$ cat config.mk
export PLATFORM = sky130hd
export DESIGN_NAME = sbsm_front
export DESIGN_NICKNAME = d
export VERILOG_FILES = /design/src/rtl/sbsm_pkg.sv /design/src/rtl/sbsm_front.sv
export SDC_FILE = /design/constraint.sdc
export NUM_CORES = 1
export LEC_CHECK = 0
export BUFFER_PORTS_ARGS = -buffer_cell sky130_fd_sc_hd__buf_2
export CAP_MARGIN = 5
export CORE_AREA = 2 2 39 41
export DETAILED_ROUTE_END_ITERATION = 8
export DIE_AREA = 0 0 41 43
export GPL_TIMING_DRIVEN = 0
export PLACE_DENSITY_LB_ADDON = 0.08
export REMOVE_ABC_BUFFERS = 1
export SYNTH_ARGS = -nofsm -noshare
export SYNTH_HDL_FRONTEND = slang
export SYNTH_SLANG_ARGS = --single-unit
$ cat constraint.sdc
create_clock -name vclk -period 1.6
set_input_delay 0.24 -clock vclk [all_inputs]
set_output_delay 0.24 -clock vclk [all_outputs]
set_load 0.01 [all_outputs]
$ cat src/rtl/sbsm_pkg.sv
`timescale 1ns / 1ps
package sbsm_pkg;

  localparam int unsigned WORK_RAM_DEPTH_DEF = 8192;
  localparam int unsigned MID_DEPTH_DEF      = 4;
  localparam int unsigned OUT_DEPTH_DEF      = 4;

  localparam logic [4:0] CTRL_RESET     = 5'h1C;
  localparam logic [4:0] PRG_CNT_RESET  = 5'd16;
  localparam logic [4:0] CHR_CNT_RESET  = 5'd0;
  localparam logic [2:0] SHIFT_LAST     = 3'd4;

  // config register index (paddr bit 2)
  localparam logic REG_PRG_COUNT = 1'b0;
  localparam logic REG_CHR_COUNT = 1'b1;

  // bus command on cmd_i
  typedef enum logic [1:0] {
    CMD_CPU_RD,
    CMD_CPU_WR,
    CMD_PPU_RD,
    CMD_PPU_WR
  } cmd_e;

  // classified access
  typedef enum logic [2:0] {
    OP_NONE,
    OP_RAM_RD,
    OP_RAM_WR,
    OP_PRG_RD,
    OP_REG_WR,
    OP_PPU_RD,
    OP_PPU_WR
  } op_e;

  // load register target, addr bits 14:13
  typedef enum logic [1:0] {
    TGT_CTRL,
    TGT_CHR_LOW,
    TGT_CHR_HIGH,
    TGT_PRG
  } tgt_e;

  // PRG mode, control bits 3:2
  typedef enum logic [1:0] {
    PRG_32K_A,
    PRG_32K_B,
    PRG_FIX_FIRST,
    PRG_FIX_LAST
  } prg_mode_e;

  typedef struct packed {
    op_e         op;
    logic [15:0] addr;
    logic [7:0]  data;
  } item_t;

  typedef struct packed {
    logic        handled;
    logic        ram_hit;
    logic [17:0] xlat_addr;
    logic [7:0]  read_data;
    logic [1:0]  mirroring;
  } res_t;

  typedef struct packed {
    logic       en;
    logic       idx;
    logic [4:0] data;
  } cfg_wr_t;

  typedef struct packed {
    logic [4:0] prg_cnt;
    logic [4:0] chr_cnt;
  } cfg_rd_t;

endpackage

$ cat src/rtl/sbsm_front.sv
`timescale 1ns / 1ps
module sbsm_front
  import sbsm_pkg::*;
(
  input  logic [1:0]  cmd_i,
  input  logic [15:0] addr_i,
  input  logic [7:0]  write_data_i,
  output item_t       item_o
);

  logic in_ram, in_rom, in_chr;

  assign in_ram = (addr_i[15:13] == 3'b011);
  assign in_rom = addr_i[15];
  assign in_chr = (addr_i[15:13] == 3'b000);

  always_comb begin
    item_o.addr = addr_i;
    item_o.data = write_data_i;
    item_o.op   = OP_NONE;
    case (cmd_e'(cmd_i))
      CMD_CPU_RD: begin
        if (in_ram) item_o.op = OP_RAM_RD;
        else if (in_rom) item_o.op = OP_PRG_RD;
      end
      CMD_CPU_WR: begin
        if (in_ram) item_o.op = OP_RAM_WR;
        else if (in_rom) item_o.op = OP_REG_WR;
      end
      CMD_PPU_RD: begin
        if (in_chr) item_o.op = OP_PPU_RD;
      end
      default: begin
        if (in_chr) item_o.op = OP_PPU_WR;
      end
    endcase
  end

endmodule

==> impl_metrics.yaml <==
synth:
  syn_area_um2: 246.5
  synth_cells: 35
  ys_warn_count: 0
  syn_avg_cell_area_um2: 7.042
  ys_seq_area_share_pct: 0
  synth.distinct_cells: 10
finish:
  area_growth_pct: -42.64
  multi_input_area_um2: 66.31
  clkbuf_count: 0
  num_antenna_cells: 0
  fillCellCount: 164
  seq_area_um2: 0
  nNetsFinal: 50
  stdcell_area_um2: 141.4
  drive_gt1_share_pct: 50.00
  flops_and_latches: 0
setup_path:
  end_kind: "output pin"
  required_ns: 1.36
  cp_max_fo: 4
  worst-setup-path-type: "input port to output pin"
  cp-start-kind: "input port"
  worstPathArrival_ns: 1.17
pwr:
  power.density_nw_per_um2: 246.4
  power.leakage_nw: 0.06972
  irDropWorstVdd_uv: 58.17
die:
  die_h_um: 43
  io_pins: 53
  dieArea_um2: 1763
  start_util_pct: 17.81
  rows: 14
  coreArea_um2: 1384
  die_x_um: 41
timing:
  worst_pin_slew_ns: 0.1741
  finalSetupTns_ns: 0
  setup_violations: 0
  final_hold_viol_count: 0
  maxSlewViolCount: 0
  slew_headroom_pct: 88.27
  fmax_mhz: 711.5
  min_period_ns: 1.405
  post-route-period-util_pct: 87.84
  rsz0062_at_grt: "false"
clock_network:
  cts_setup_buffers: 0
  cts_resized: 0
  cts_hold_buf: 0
global_route:
  antenna_found_initial: 0
  grt.total_usage_pct: 6.294
  grt.overflow.total: 0
  grt_pass1_vias: 136
  grt_max_degree: 8
  grt_pass1_wl_um: 772
detailed_routing:
  dr.pass1.iters: 4
  vias: 170
  ant_nets: 0
  drt_iter0_drc: 3
  routed_wl_um: 620
  routed_via_density: 4.474
  drt-wirelength-per-cell_um: 16.32
  drc: 0
place:
  place.gp.congestion: 0.5668
  placed_area_um2: 141.4
  io_buffers: 11
min_path:
  hold_class: "input port to output pin"
outcome:
  status: "completed"
job:
  drv_cap: 0
[cell usage after synthesis]
| library cell | number | area [um2] |
|---|---|---|
| o22a_1 | 1 | 8.760 |
| o21ai_0 | 2 | 10.01 |
| a22o_1 | 1 | 8.760 |
| nand3b_1 | 1 | 7.510 |
| nor2b_1 | 1 | 6.260 |
| nand2_1 | 1 | 3.750 |
| buf_4 | 24 | 180.2 |
| nor2_1 | 2 | 7.510 |
| or3b_1 | 1 | 8.760 |
| a21oi_1 | 1 | 5.000 |
[critical path, cell delays in order]
cell,delay (ns)
buf_2,0.11
or3b_1,0.40
o22a_1,0.20
nor2_1,0.07
buf_2,0.13
[layer usage]
layer  global-route usage [%]  vias to the layer above  share of wire [%]
met5                        0                        -                  0
met4                        0                        0                  0
met3                    11.52                        0                 29
met2                    3.125                       38                 24
met1                    9.810                       68                 47
li1                         -                       64                  -
[where the power goes]
group / internal [mW] / switching (mW)
logic: 0.0163 / 0.0185
registers: 0 / 0
clock network: 0 / 0
total: 0.0163 / 0.0185
[cell usage in the layout, fill, tap and decap left out]
cell	synthesis	final
buf_2	0	11
o21ai_0	2	2
nor2_1	2	2
or3b_1	1	1
nand3b_1	1	1
a21oi_1	1	1
o22a_1	1	1
nand2_1	1	1
nor2b_1	1	1
a22o_1	1	1
[final cells by class]
cell class	instances	share of cell area, %
multi-input cells	11	46.90
repair buffers	11	38.94
well taps	16	14.16
[through the flow]
stage	total power, mW	instances	worst slack, ns	hold WS, ns	util, %
2_1_floorplan	0.01251	11	0.3717	0.4800	-
5_1_grt	0.03930	38	0.1271	0.4800	10.22
3_5_place_dp	0.03493	38	0.1924	0.4801	10.22
4_1_cts	0.03507	38	0.1876	0.4801	10.22
3_3_place_gp	0.03472	38	0.1755	0.4801	10.22
6_report	0.03484	38	0.1946	0.4801	10.22
[worst paths after layout]
path       start          to  cells past startpoint
max   addr_i[14]  item_o[24]                      5
min    addr_i[2]  item_o[10]                      0
[cell families after synthesis]
family	after synthesis	share of synthesized area, %
buffers and inverters	24	73.10
and+or+nand+nor	6	13.71
AOI/OAI and AO/OA	5	13.20
No activity file was read; power rests on OpenSTA's default activity.
