**src/rtl/sbsm_fifo.sv**
```systemverilog
`timescale 1ns / 1ps
module sbsm_fifo #(
  parameter int unsigned DEPTH = 4,
  parameter type         T     = logic,
  localparam int unsigned PW   = (DEPTH > 1) ? $clog2(DEPTH) : 1,
  localparam int unsigned CW   = $clog2(DEPTH + 1)
) (
  input  logic          clk_i,
  input  logic          rst_ni,
  input  logic          push_i,
  input  T              din_i,
  output logic          full_o,
  input  logic          pop_i,
  output T              dout_o,
  output logic          empty_o,
  output logic [CW-1:0] count_o
);

  localparam logic [PW-1:0] PTR_LAST = PW'(DEPTH - 1);
  localparam logic [CW-1:0] CNT_FULL = CW'(DEPTH);

  T              mem_q [DEPTH];
  logic [PW-1:0] wr_ptr_q, wr_ptr_d;
  logic [PW-1:0] rd_ptr_q, rd_ptr_d;
  logic [CW-1:0] cnt_q, cnt_d;
  logic          do_push, do_pop;

  assign full_o  = (cnt_q == CNT_FULL);
  assign empty_o = (cnt_q == '0);
  assign count_o = cnt_q;
  assign dout_o  = mem_q[rd_ptr_q];
  assign do_push = push_i && !full_o;
  assign do_pop  = pop_i && !empty_o;

  always_comb begin
    wr_ptr_d = wr_ptr_q;
    rd_ptr_d = rd_ptr_q;
    cnt_d    = cnt_q;
    if (do_push) begin
      wr_ptr_d = (wr_ptr_q == PTR_LAST) ? '0 : wr_ptr_q + 1'b1;
    end
    if (do_pop) begin
      rd_ptr_d = (rd_ptr_q == PTR_LAST) ? '0 : rd_ptr_q + 1'b1;
    end
    if (do_push && !do_pop) begin
      cnt_d = cnt_q + 1'b1;
    end else if (do_pop && !do_push) begin
      cnt_d = cnt_q - 1'b1;
    end
  end

  always_ff @(posedge clk_i or negedge rst_ni) begin
    if (!rst_ni) begin
      wr_ptr_q <= '0;
      rd_ptr_q <= '0;
      cnt_q    <= '0;
    end else begin
      wr_ptr_q <= wr_ptr_d;
      rd_ptr_q <= rd_ptr_d;
      cnt_q    <= cnt_d;
    end
  end

  always_ff @(posedge clk_i) begin
    if (do_push) begin
      mem_q[wr_ptr_q] <= din_i;
    end
  end

endmodule

```
**config.mk**
```make
export PLATFORM = sky130hd
export DESIGN_NAME = sbsm_fifo
export DESIGN_NICKNAME = d
export VERILOG_FILES = /design/src/rtl/sbsm_fifo.sv
export SDC_FILE = /design/constraint.sdc
export NUM_CORES = 1
export LEC_CHECK = 0
export BUFFER_PORTS_ARGS = -buffer_cell sky130_fd_sc_hd__buf_2
export CAP_MARGIN = 40
export CORE_AREA = 2 2 39 41
export CTS_CLUSTER_SIZE = 20
export DETAILED_ROUTE_END_ITERATION = 16
export DIE_AREA = 0 0 41 43
export PLACE_DENSITY_LB_ADDON = 0.15
export SETUP_SLACK_MARGIN = 0.2
export SYNTH_ARGS = -nofsm -noshare
export SYNTH_HDL_FRONTEND = slang
export SYNTH_SLANG_ARGS = --single-unit
export TNS_END_PERCENT = 1
```
**constraint.sdc**
```tcl
create_clock -name clk_i -period 5 [get_ports clk_i]
set_input_delay 0.75 -clock clk_i [delete_from_list [all_inputs] [get_ports clk_i]]
set_output_delay 0.75 -clock clk_i [all_outputs]
set_load 0.02 [all_outputs]
```
==> results of run 1 <==
report_power, final:
group / switching (mW) / leakage (nW) / internal (mW) / total, mW
combinational: 0.0975 / 0.185 / 0.107 / 0.204
sequential: 0.0410 / 0.119 / 0.132 / 0.173
clock: 0.0282 / 0.0177 / 0.0295 / 0.0577
total: 0.167 / 0.322 / 0.269 / 0.435
metrics by stage:
| stage | setup WS (ns) | instance area (um^2) |
|---|---|---|
| floorplan | 2.614 | 599.3 |
| global placement | 2.609 | 658.1 |
| detailed placement | 2.526 | 658.1 |
| CTS | 2.744 | 685.7 |
| global route | 2.593 | 685.7 |
| finish | 2.782 | 685.7 |
placed cells by master, fill, tap and decap left out:
cell type  instances
nor3_1             1
mux2_2             3
clkinv_2           1
and2_2             4
fa_1               1
xnor2_1            1
mux2_4             2
buf_2             10
nor3b_2            1
ha_1               6
inv_1              3
dfrtp_1            7
xor2_1             2
edfxtp_1           4
nor2_1             3
nor2b_1            1
clkbuf_4           3
mux4_2             1
nand2b_2           1
worst reg2reg max path, stage by stage (launching register included):
cell	delay, ns
dfrtp_1	0.42
nor3b_2	0.18
nor2b_1	0.41
ha_1	0.28
inv_1	0.07
fa_1	0.37
xor2_1	0.15
nor2_1	0.13
xor2_1	0.15
cell families (layout without fill, tap and decap cells):
family | count (synthesis) | in the layout | share of synthesized area [%]
and+or+nand+nor | 11 | 11 | 12.32
DFF | 11 | 11 | 49.27
adders and majority gates | 7 | 7 | 15.87
buffers and inverters | 4 | 17 | 3.758
muxes | 6 | 6 | 14.40
xor gates and xnor gates | 3 | 3 | 4.385
registers in the layout (all words and copies together), names as in the netlist:
signal,count
rd_ptr_q,2
count_o,3
wr_ptr_q,2
mem_q,4
cells in the mapped netlist (all sizes together):
cell	n	area, um^2
dfrtp	7	175.2
ha	6	75.07
mux2	5	63.81
and2	4	30.03
edfxtp	4	120.1
inv	3	11.26
nor2	3	11.26
xor2	2	17.52
buf	1	11.26
fa	1	20.02
mux4	1	22.52
nand2b	1	8.760
nor2b	1	6.260
nor3	1	5.000
nor3b	1	12.51
xnor2	1	8.760
cell type report:
type	count	area [um^2]	area share, %
clock buffer	3	22.52	3.285
multi-input combinational	27	281.5	41.06
tap	16	20.02	2.920
clock inverter	1	5.005	0.7299
timing repair buffer	10	50.05	7.299
sequential	11	295.3	43.07
inverter	3	11.26	1.642
path summary, 6_finish.rpt:
check / end / slack [ns] / depth (start not counted)
setup reg to reg: count_o[2]$_DFFE_PN0P_ / 2.78 / 8
min in group clk_i: count_o[2]$_DFFE_PN0P_ / 0.52 / 1
hold reg to reg: count_o[2]$_DFFE_PN0P_ / 0.52 / 1
hold / removal: rd_ptr_q[1]$_DFFE_PN0P_ / 0.31 / 1
max in group asynchronous: count_o[1]$_DFFE_PN0P_ / 4.53 / 1
setup / recovery: count_o[2]$_DFFE_PN0P_ / 2.78 / 8
routing by layer:
| metal | vias up | part of all wire, % |
|---|---|---|
| li1 | 167 | - |
| met1 | 168 | 41 |
| met2 | 5 | 55 |
| met3 | 0 | 3.4 |
| met4 | 0 | 0 |
| met5 | - | 0 |
==> flow_summary.json, run 1 <==
{
  "outcome": "complete, no violations",
  "vdd_drop_max_mv": 0.2556,
  "crit_top_cell": "xor2_1",
  "finalSetupViolCount": 0,
  "io_pins": 11,
  "synth_fp_nets": 54,
  "hpwl_um": 699.2,
  "cts_setup_buffers": 0,
  "num_rows": 14,
  "drive_gt1_share_pct": 47.27,
  "power-per-cell-area_nw_per_um2": 635.2,
  "worst_pin_slew_ns": 0.4901,
  "critPathTopFamily": "simple AND/OR/NAND/NOR gates",
  "gr-usage-met2_pct": 19.38,
  "crit_start": "count_o[2]$_DFFE_PN0P_",
  "portBuffers": 10,
  "drt_wl_total_um": 851,
  "setup.worst_path.class": "reg2reg",
  "finalHoldViolCount": 0,
  "fp.dieArea_um2": 1763,
  "relSlewSlack_pct": 67.26,
  "rsz0062_at_grt": "no",
  "finClkSkew_ns": 0.001885,
  "cts-resized-gates": 0,
  "hold_class": "in2async",
  "initial_core_util_pct": 43.31,
  "p_leak_nw": 0.3217,
  "path_cells": "nor3b_2 -> nor2b_1 -> ha_1 -> inv_1 -> fa_1 -> xor2_1 -> nor2_1 -> xor2_1",
  "drv_cap": 0,
  "ys_seq_area_share_pct": 49.27,
  "wl_per_cell_um": 11.99,
  "grt-ovfl-total": 0,
  "vias": 340,
  "yosysWarnings": 0,
  "drc": 0,
  "grt_pass1_vias": 350,
  "post-route-util_pct": 49.55,
  "avgViaCountPerCell": 4.789,
  "h-tree-depth": 1,
  "cts.sinks": 11,
  "dp.cells": 67,
  "n_fill_cell": 123,
  "clk_path_buf_depth": 2,
  "cp-start-kind": "register",
  "grt-busiest-layer": "met2",
  "grt_max_degree": 8,
  "n_antenna_cell": 0,
  "cts_tree": "built",
  "endpoint_kind": "register",
  "clkLatencyLatePin_ns": 0.26,
  "finalPower_mw": 0.4355,
  "use_met1_pct": 14.63,
  "cp_data_required_time_ns": 5.19,
  "core_um2": 1384,
  "grt.total_usage_pct": 12.55,
  "syn_area_um2": 599.3,
  "ys_types": 17,
  "crit_path_top_delay_cell": "dfrtp_1",
  "min_period_ns": 2.218,
  "synth_seq_cells": 11,
  "gp_congestion": 0.7619,
  "numCtsBuffers": 3,
  "final_nets": 68,
  "clk_pin_slew_ns": 0.07,
  "crit_fanout": 7,
  "syn_inst": 42,
  "hold_ws_ns": 0.3094,
  "maxSlewViolCount": 0,
  "max_stage_delay_ns": 0.42,
  "root_buffer": "clkbuf_4",
  "avgSynthCellArea_um2": 14.27,
  "rr_startpoint": "count_o[2]$_DFFE_PN0P_",
  "critPathArrivalTime_ns": 2.41,
  "grt_pass1_wl_mm": 1.421,
  "worst-path-buf-inv": 1,
  "fin_tns_setup_ns": 0,
  "final_cells": 71,
  "first_pass_iters": 2,
  "die_w_um": 41,
  "die-height_um": 43,
  "fmax_ghz": 0.4509,
  "postRouteAntennaNets": 0,
  "syn_to_final_growth_pct": 14.41,
  "postCtsHoldBufs": 0,
  "grtUsageMet3_pct": 4.712,
  "antenna_found_initial": 0,
  "period_share_pct": 44.36,
  "drt_iter0_drc": 2
}
(Power assumes the default switching activity.)
==> inputs of run 2 (changes only) <==
--- a/config.mk
+++ b/config.mk
@@ -7,10 +7,10 @@
 export LEC_CHECK = 0
 export BUFFER_PORTS_ARGS = -buffer_cell sky130_fd_sc_hd__buf_2
 export CAP_MARGIN = 40
-export CORE_AREA = 2 2 39 41
+export CORE_MARGIN = 1.5
+export CORE_UTILIZATION = 46
 export CTS_CLUSTER_SIZE = 20
 export DETAILED_ROUTE_END_ITERATION = 16
-export DIE_AREA = 0 0 41 43
 export PLACE_DENSITY_LB_ADDON = 0.15
 export SETUP_SLACK_MARGIN = 0.2
 export SYNTH_ARGS = -nofsm -noshare
==> constraint.sdc (replaced) <==
create_clock -name clk_i -period 1.9 [get_ports clk_i]
set_input_delay 0.285 -clock clk_i [delete_from_list [all_inputs] [get_ports clk_i]]
set_output_delay 0.285 -clock clk_i [all_outputs]
set_load 0.02 [all_outputs]
==> flow_summary.json, run 2 (same netlist as run 1, synthesis figures left out) <==
{
  "h-tree-depth": 1,
  "wl_per_cell_um": 16.17,
  "grt.total_usage_pct": 21.03,
  "portBuffers": 10,
  "critPathArrivalTime_ns": 2.01,
  "io_pins": 11,
  "fp.dieArea_um2": 1528,
  "drt_wl_total_mm": 1.326,
  "grt-ovfl-total": 0,
  "clkLatencyLatePin_ns": 0.27,
  "grt_max_degree": 8,
  "whs_endpoint": "mem_q[3]$_DFFE_PP_",
  "postRouteAntennaNets": 0,
  "final_common_cell": "buf_4",
  "antenna_found_initial": 0,
  "die_w_um": 39.10,
  "regMostFlops": "mem_q",
  "maxSlewViolCount": 0,
  "period_share_pct": 97.81,
  "first_pass_iters": 4,
  "fmax_ghz": 0.5381,
  "seq_area_um2": 299.0,
  "p_leak_nw": 0.3926,
  "cts_tree": "built",
  "initial_core_util_pct": 51.84,
  "rr_startpoint": "count_o[1]$_DFFE_PN0P_",
  "drt_iter0_drc": 11,
  "postPlaceCellArea_um2": 696.9,
  "multi_input_area_um2": 325.3,
  "numCtsBuffers": 3,
  "largest_register_ffs": 4,
  "rsz0062_at_grt": "yes",
  "cp-start-kind": "register",
  "gp_congestion": 0.6055,
  "cts.sinks": 11,
  "worst_pin_slew_ns": 0.1861,
  "final_design_area_no_fill_um2": 829.5,
  "outcome": "complete, no violations",
  "post-route-util_pct": 71.75,
  "num_rows": 12,
  "hp-start": "din_i",
  "dp_slack_ns": -0.03610,
  "timing.rr.end": "count_o[1]$_DFFE_PN0P_",
  "syn_to_final_growth_pct": 38.41,
  "grt_pass1_wl_mm": 1.994,
  "clk_path_buf_depth": 2,
  "min_period_ns": 1.858,
  "hold_class": "in2reg",
  "clk_pin_slew_ns": 0.07,
  "die-height_um": 39.10,
  "reg2reg_slack_ns": 0.04,
  "n_antenna_cell": 0,
  "fin_ws_ns": 0.04162,
  "finClkSkew_ns": 0.005286,
  "hold_depth": 1,
  "cp_data_required_time_ns": 2.05,
  "setup.worst_path.class": "reg2reg",
  "root_buffer": "clkbuf_4",
  "vias": 414,
  "core_um2": 1156,
  "finalHoldViolCount": 0,
  "power-per-cell-area_nw_per_um2": 1747,
  "finalSetupViolCount": 0,
  "drive_gt1_share_pct": 66.18,
  "hpwl_um": 769.4,
  "grt_pass1_vias": 433,
  "avgViaCountPerCell": 5.049,
  "endpoint_kind": "register",
  "relSlewSlack_pct": 87.55,
  "drc": 0,
  "final_nets": 81,
  "drv_cap": 0,
  "n_fill_cell": 73,
  "worstRegToRegCells": 6,
  "final_cell_mix": "12 x buf_4, 10 x buf_2, 5 x ha_1",
  "crit_fanout": 4,
  "vdd_drop_max_mv": 0.9914
}
run 2: worst max-delay path by stage:
stage                      startpoint                      to  slack [ns]
3_3_place_gp   count_o[2]$_DFFE_PN0P_  count_o[2]$_DFFE_PN0P_        0.02
4_1_cts        count_o[1]$_DFFE_PN0P_  count_o[1]$_DFFE_PN0P_        0.11
5_1_grt        count_o[1]$_DFFE_PN0P_  count_o[2]$_DFFE_PN0P_       -0.05
3_5_place_dp   count_o[2]$_DFFE_PN0P_  count_o[2]$_DFFE_PN0P_       -0.04
2_1_floorplan  count_o[1]$_DFFE_PN0P_  count_o[1]$_DFFE_PN0P_       -0.12
6_report       count_o[1]$_DFFE_PN0P_  count_o[1]$_DFFE_PN0P_        0.04
run 2: where the power goes:
group	internal, mW	total [mW]	switching (mW)
logic	0.453	0.808	0.355
registers	0.355	0.483	0.128
clock network	0.0812	0.159	0.0774
total	0.889	1.45	0.560
run 2: repair_timing:
action	4_1_cts	5_1_grt
gates resized for setup	3	1
endpoints found under the hold margin	7	0
setup buffers	9	2
pin swaps	3	3
hold buffers	1	0
endpoints found under the setup margin	2	2
run 2: per-layer routing:
| metal | track usage (%) | vias to the layer above | share of wire (%) |
|---|---|---|---|
| li1 | - | 193 | - |
| met1 | 24.54 | 202 | 40 |
| met2 | 36.25 | 13 | 54 |
| met3 | 1.734 | 6 | 2.3 |
| met4 | 13.79 | 0 | 3.7 |
| met5 | 0 | - | 0 |
run 2: critical path, stage by stage (launching register included):
cell and delay [ns]:
dfrtp_2 0.46, nor3_4 0.24, nand2b_4 0.18, ha_4 0.14, inv_2 0.03, fa_2 0.40
mux2_4 0.28
run 2: cell type report:
cell class | count | share of cell area (%)
timing repair buffer | 23 | 18.10
sequential | 11 | 36.05
clock buffer | 4 | 3.167
inverter | 3 | 1.357
multi-input combinational | 27 | 39.22
tap | 14 | 2.112
run 2: through the flow:
| step | std cells | setup TNS (ns) | hold slack (ns) | total power [mW] |
|---|---|---|---|---|
| final | 82 | 0 | 0.2303 | 1.449 |
| after global routing | 82 | -0.04765 | 0.2347 | 1.541 |
| after CTS | 80 | 0 | 0.2302 | 1.391 |
| after detailed placement | 66 | -0.03610 | 0.1283 | 1.096 |
| after global placement | 66 | 0 | 0.1234 | 1.035 |
| after floorplan | 42 | -0.2052 | -0.01059 | 0.9338 |
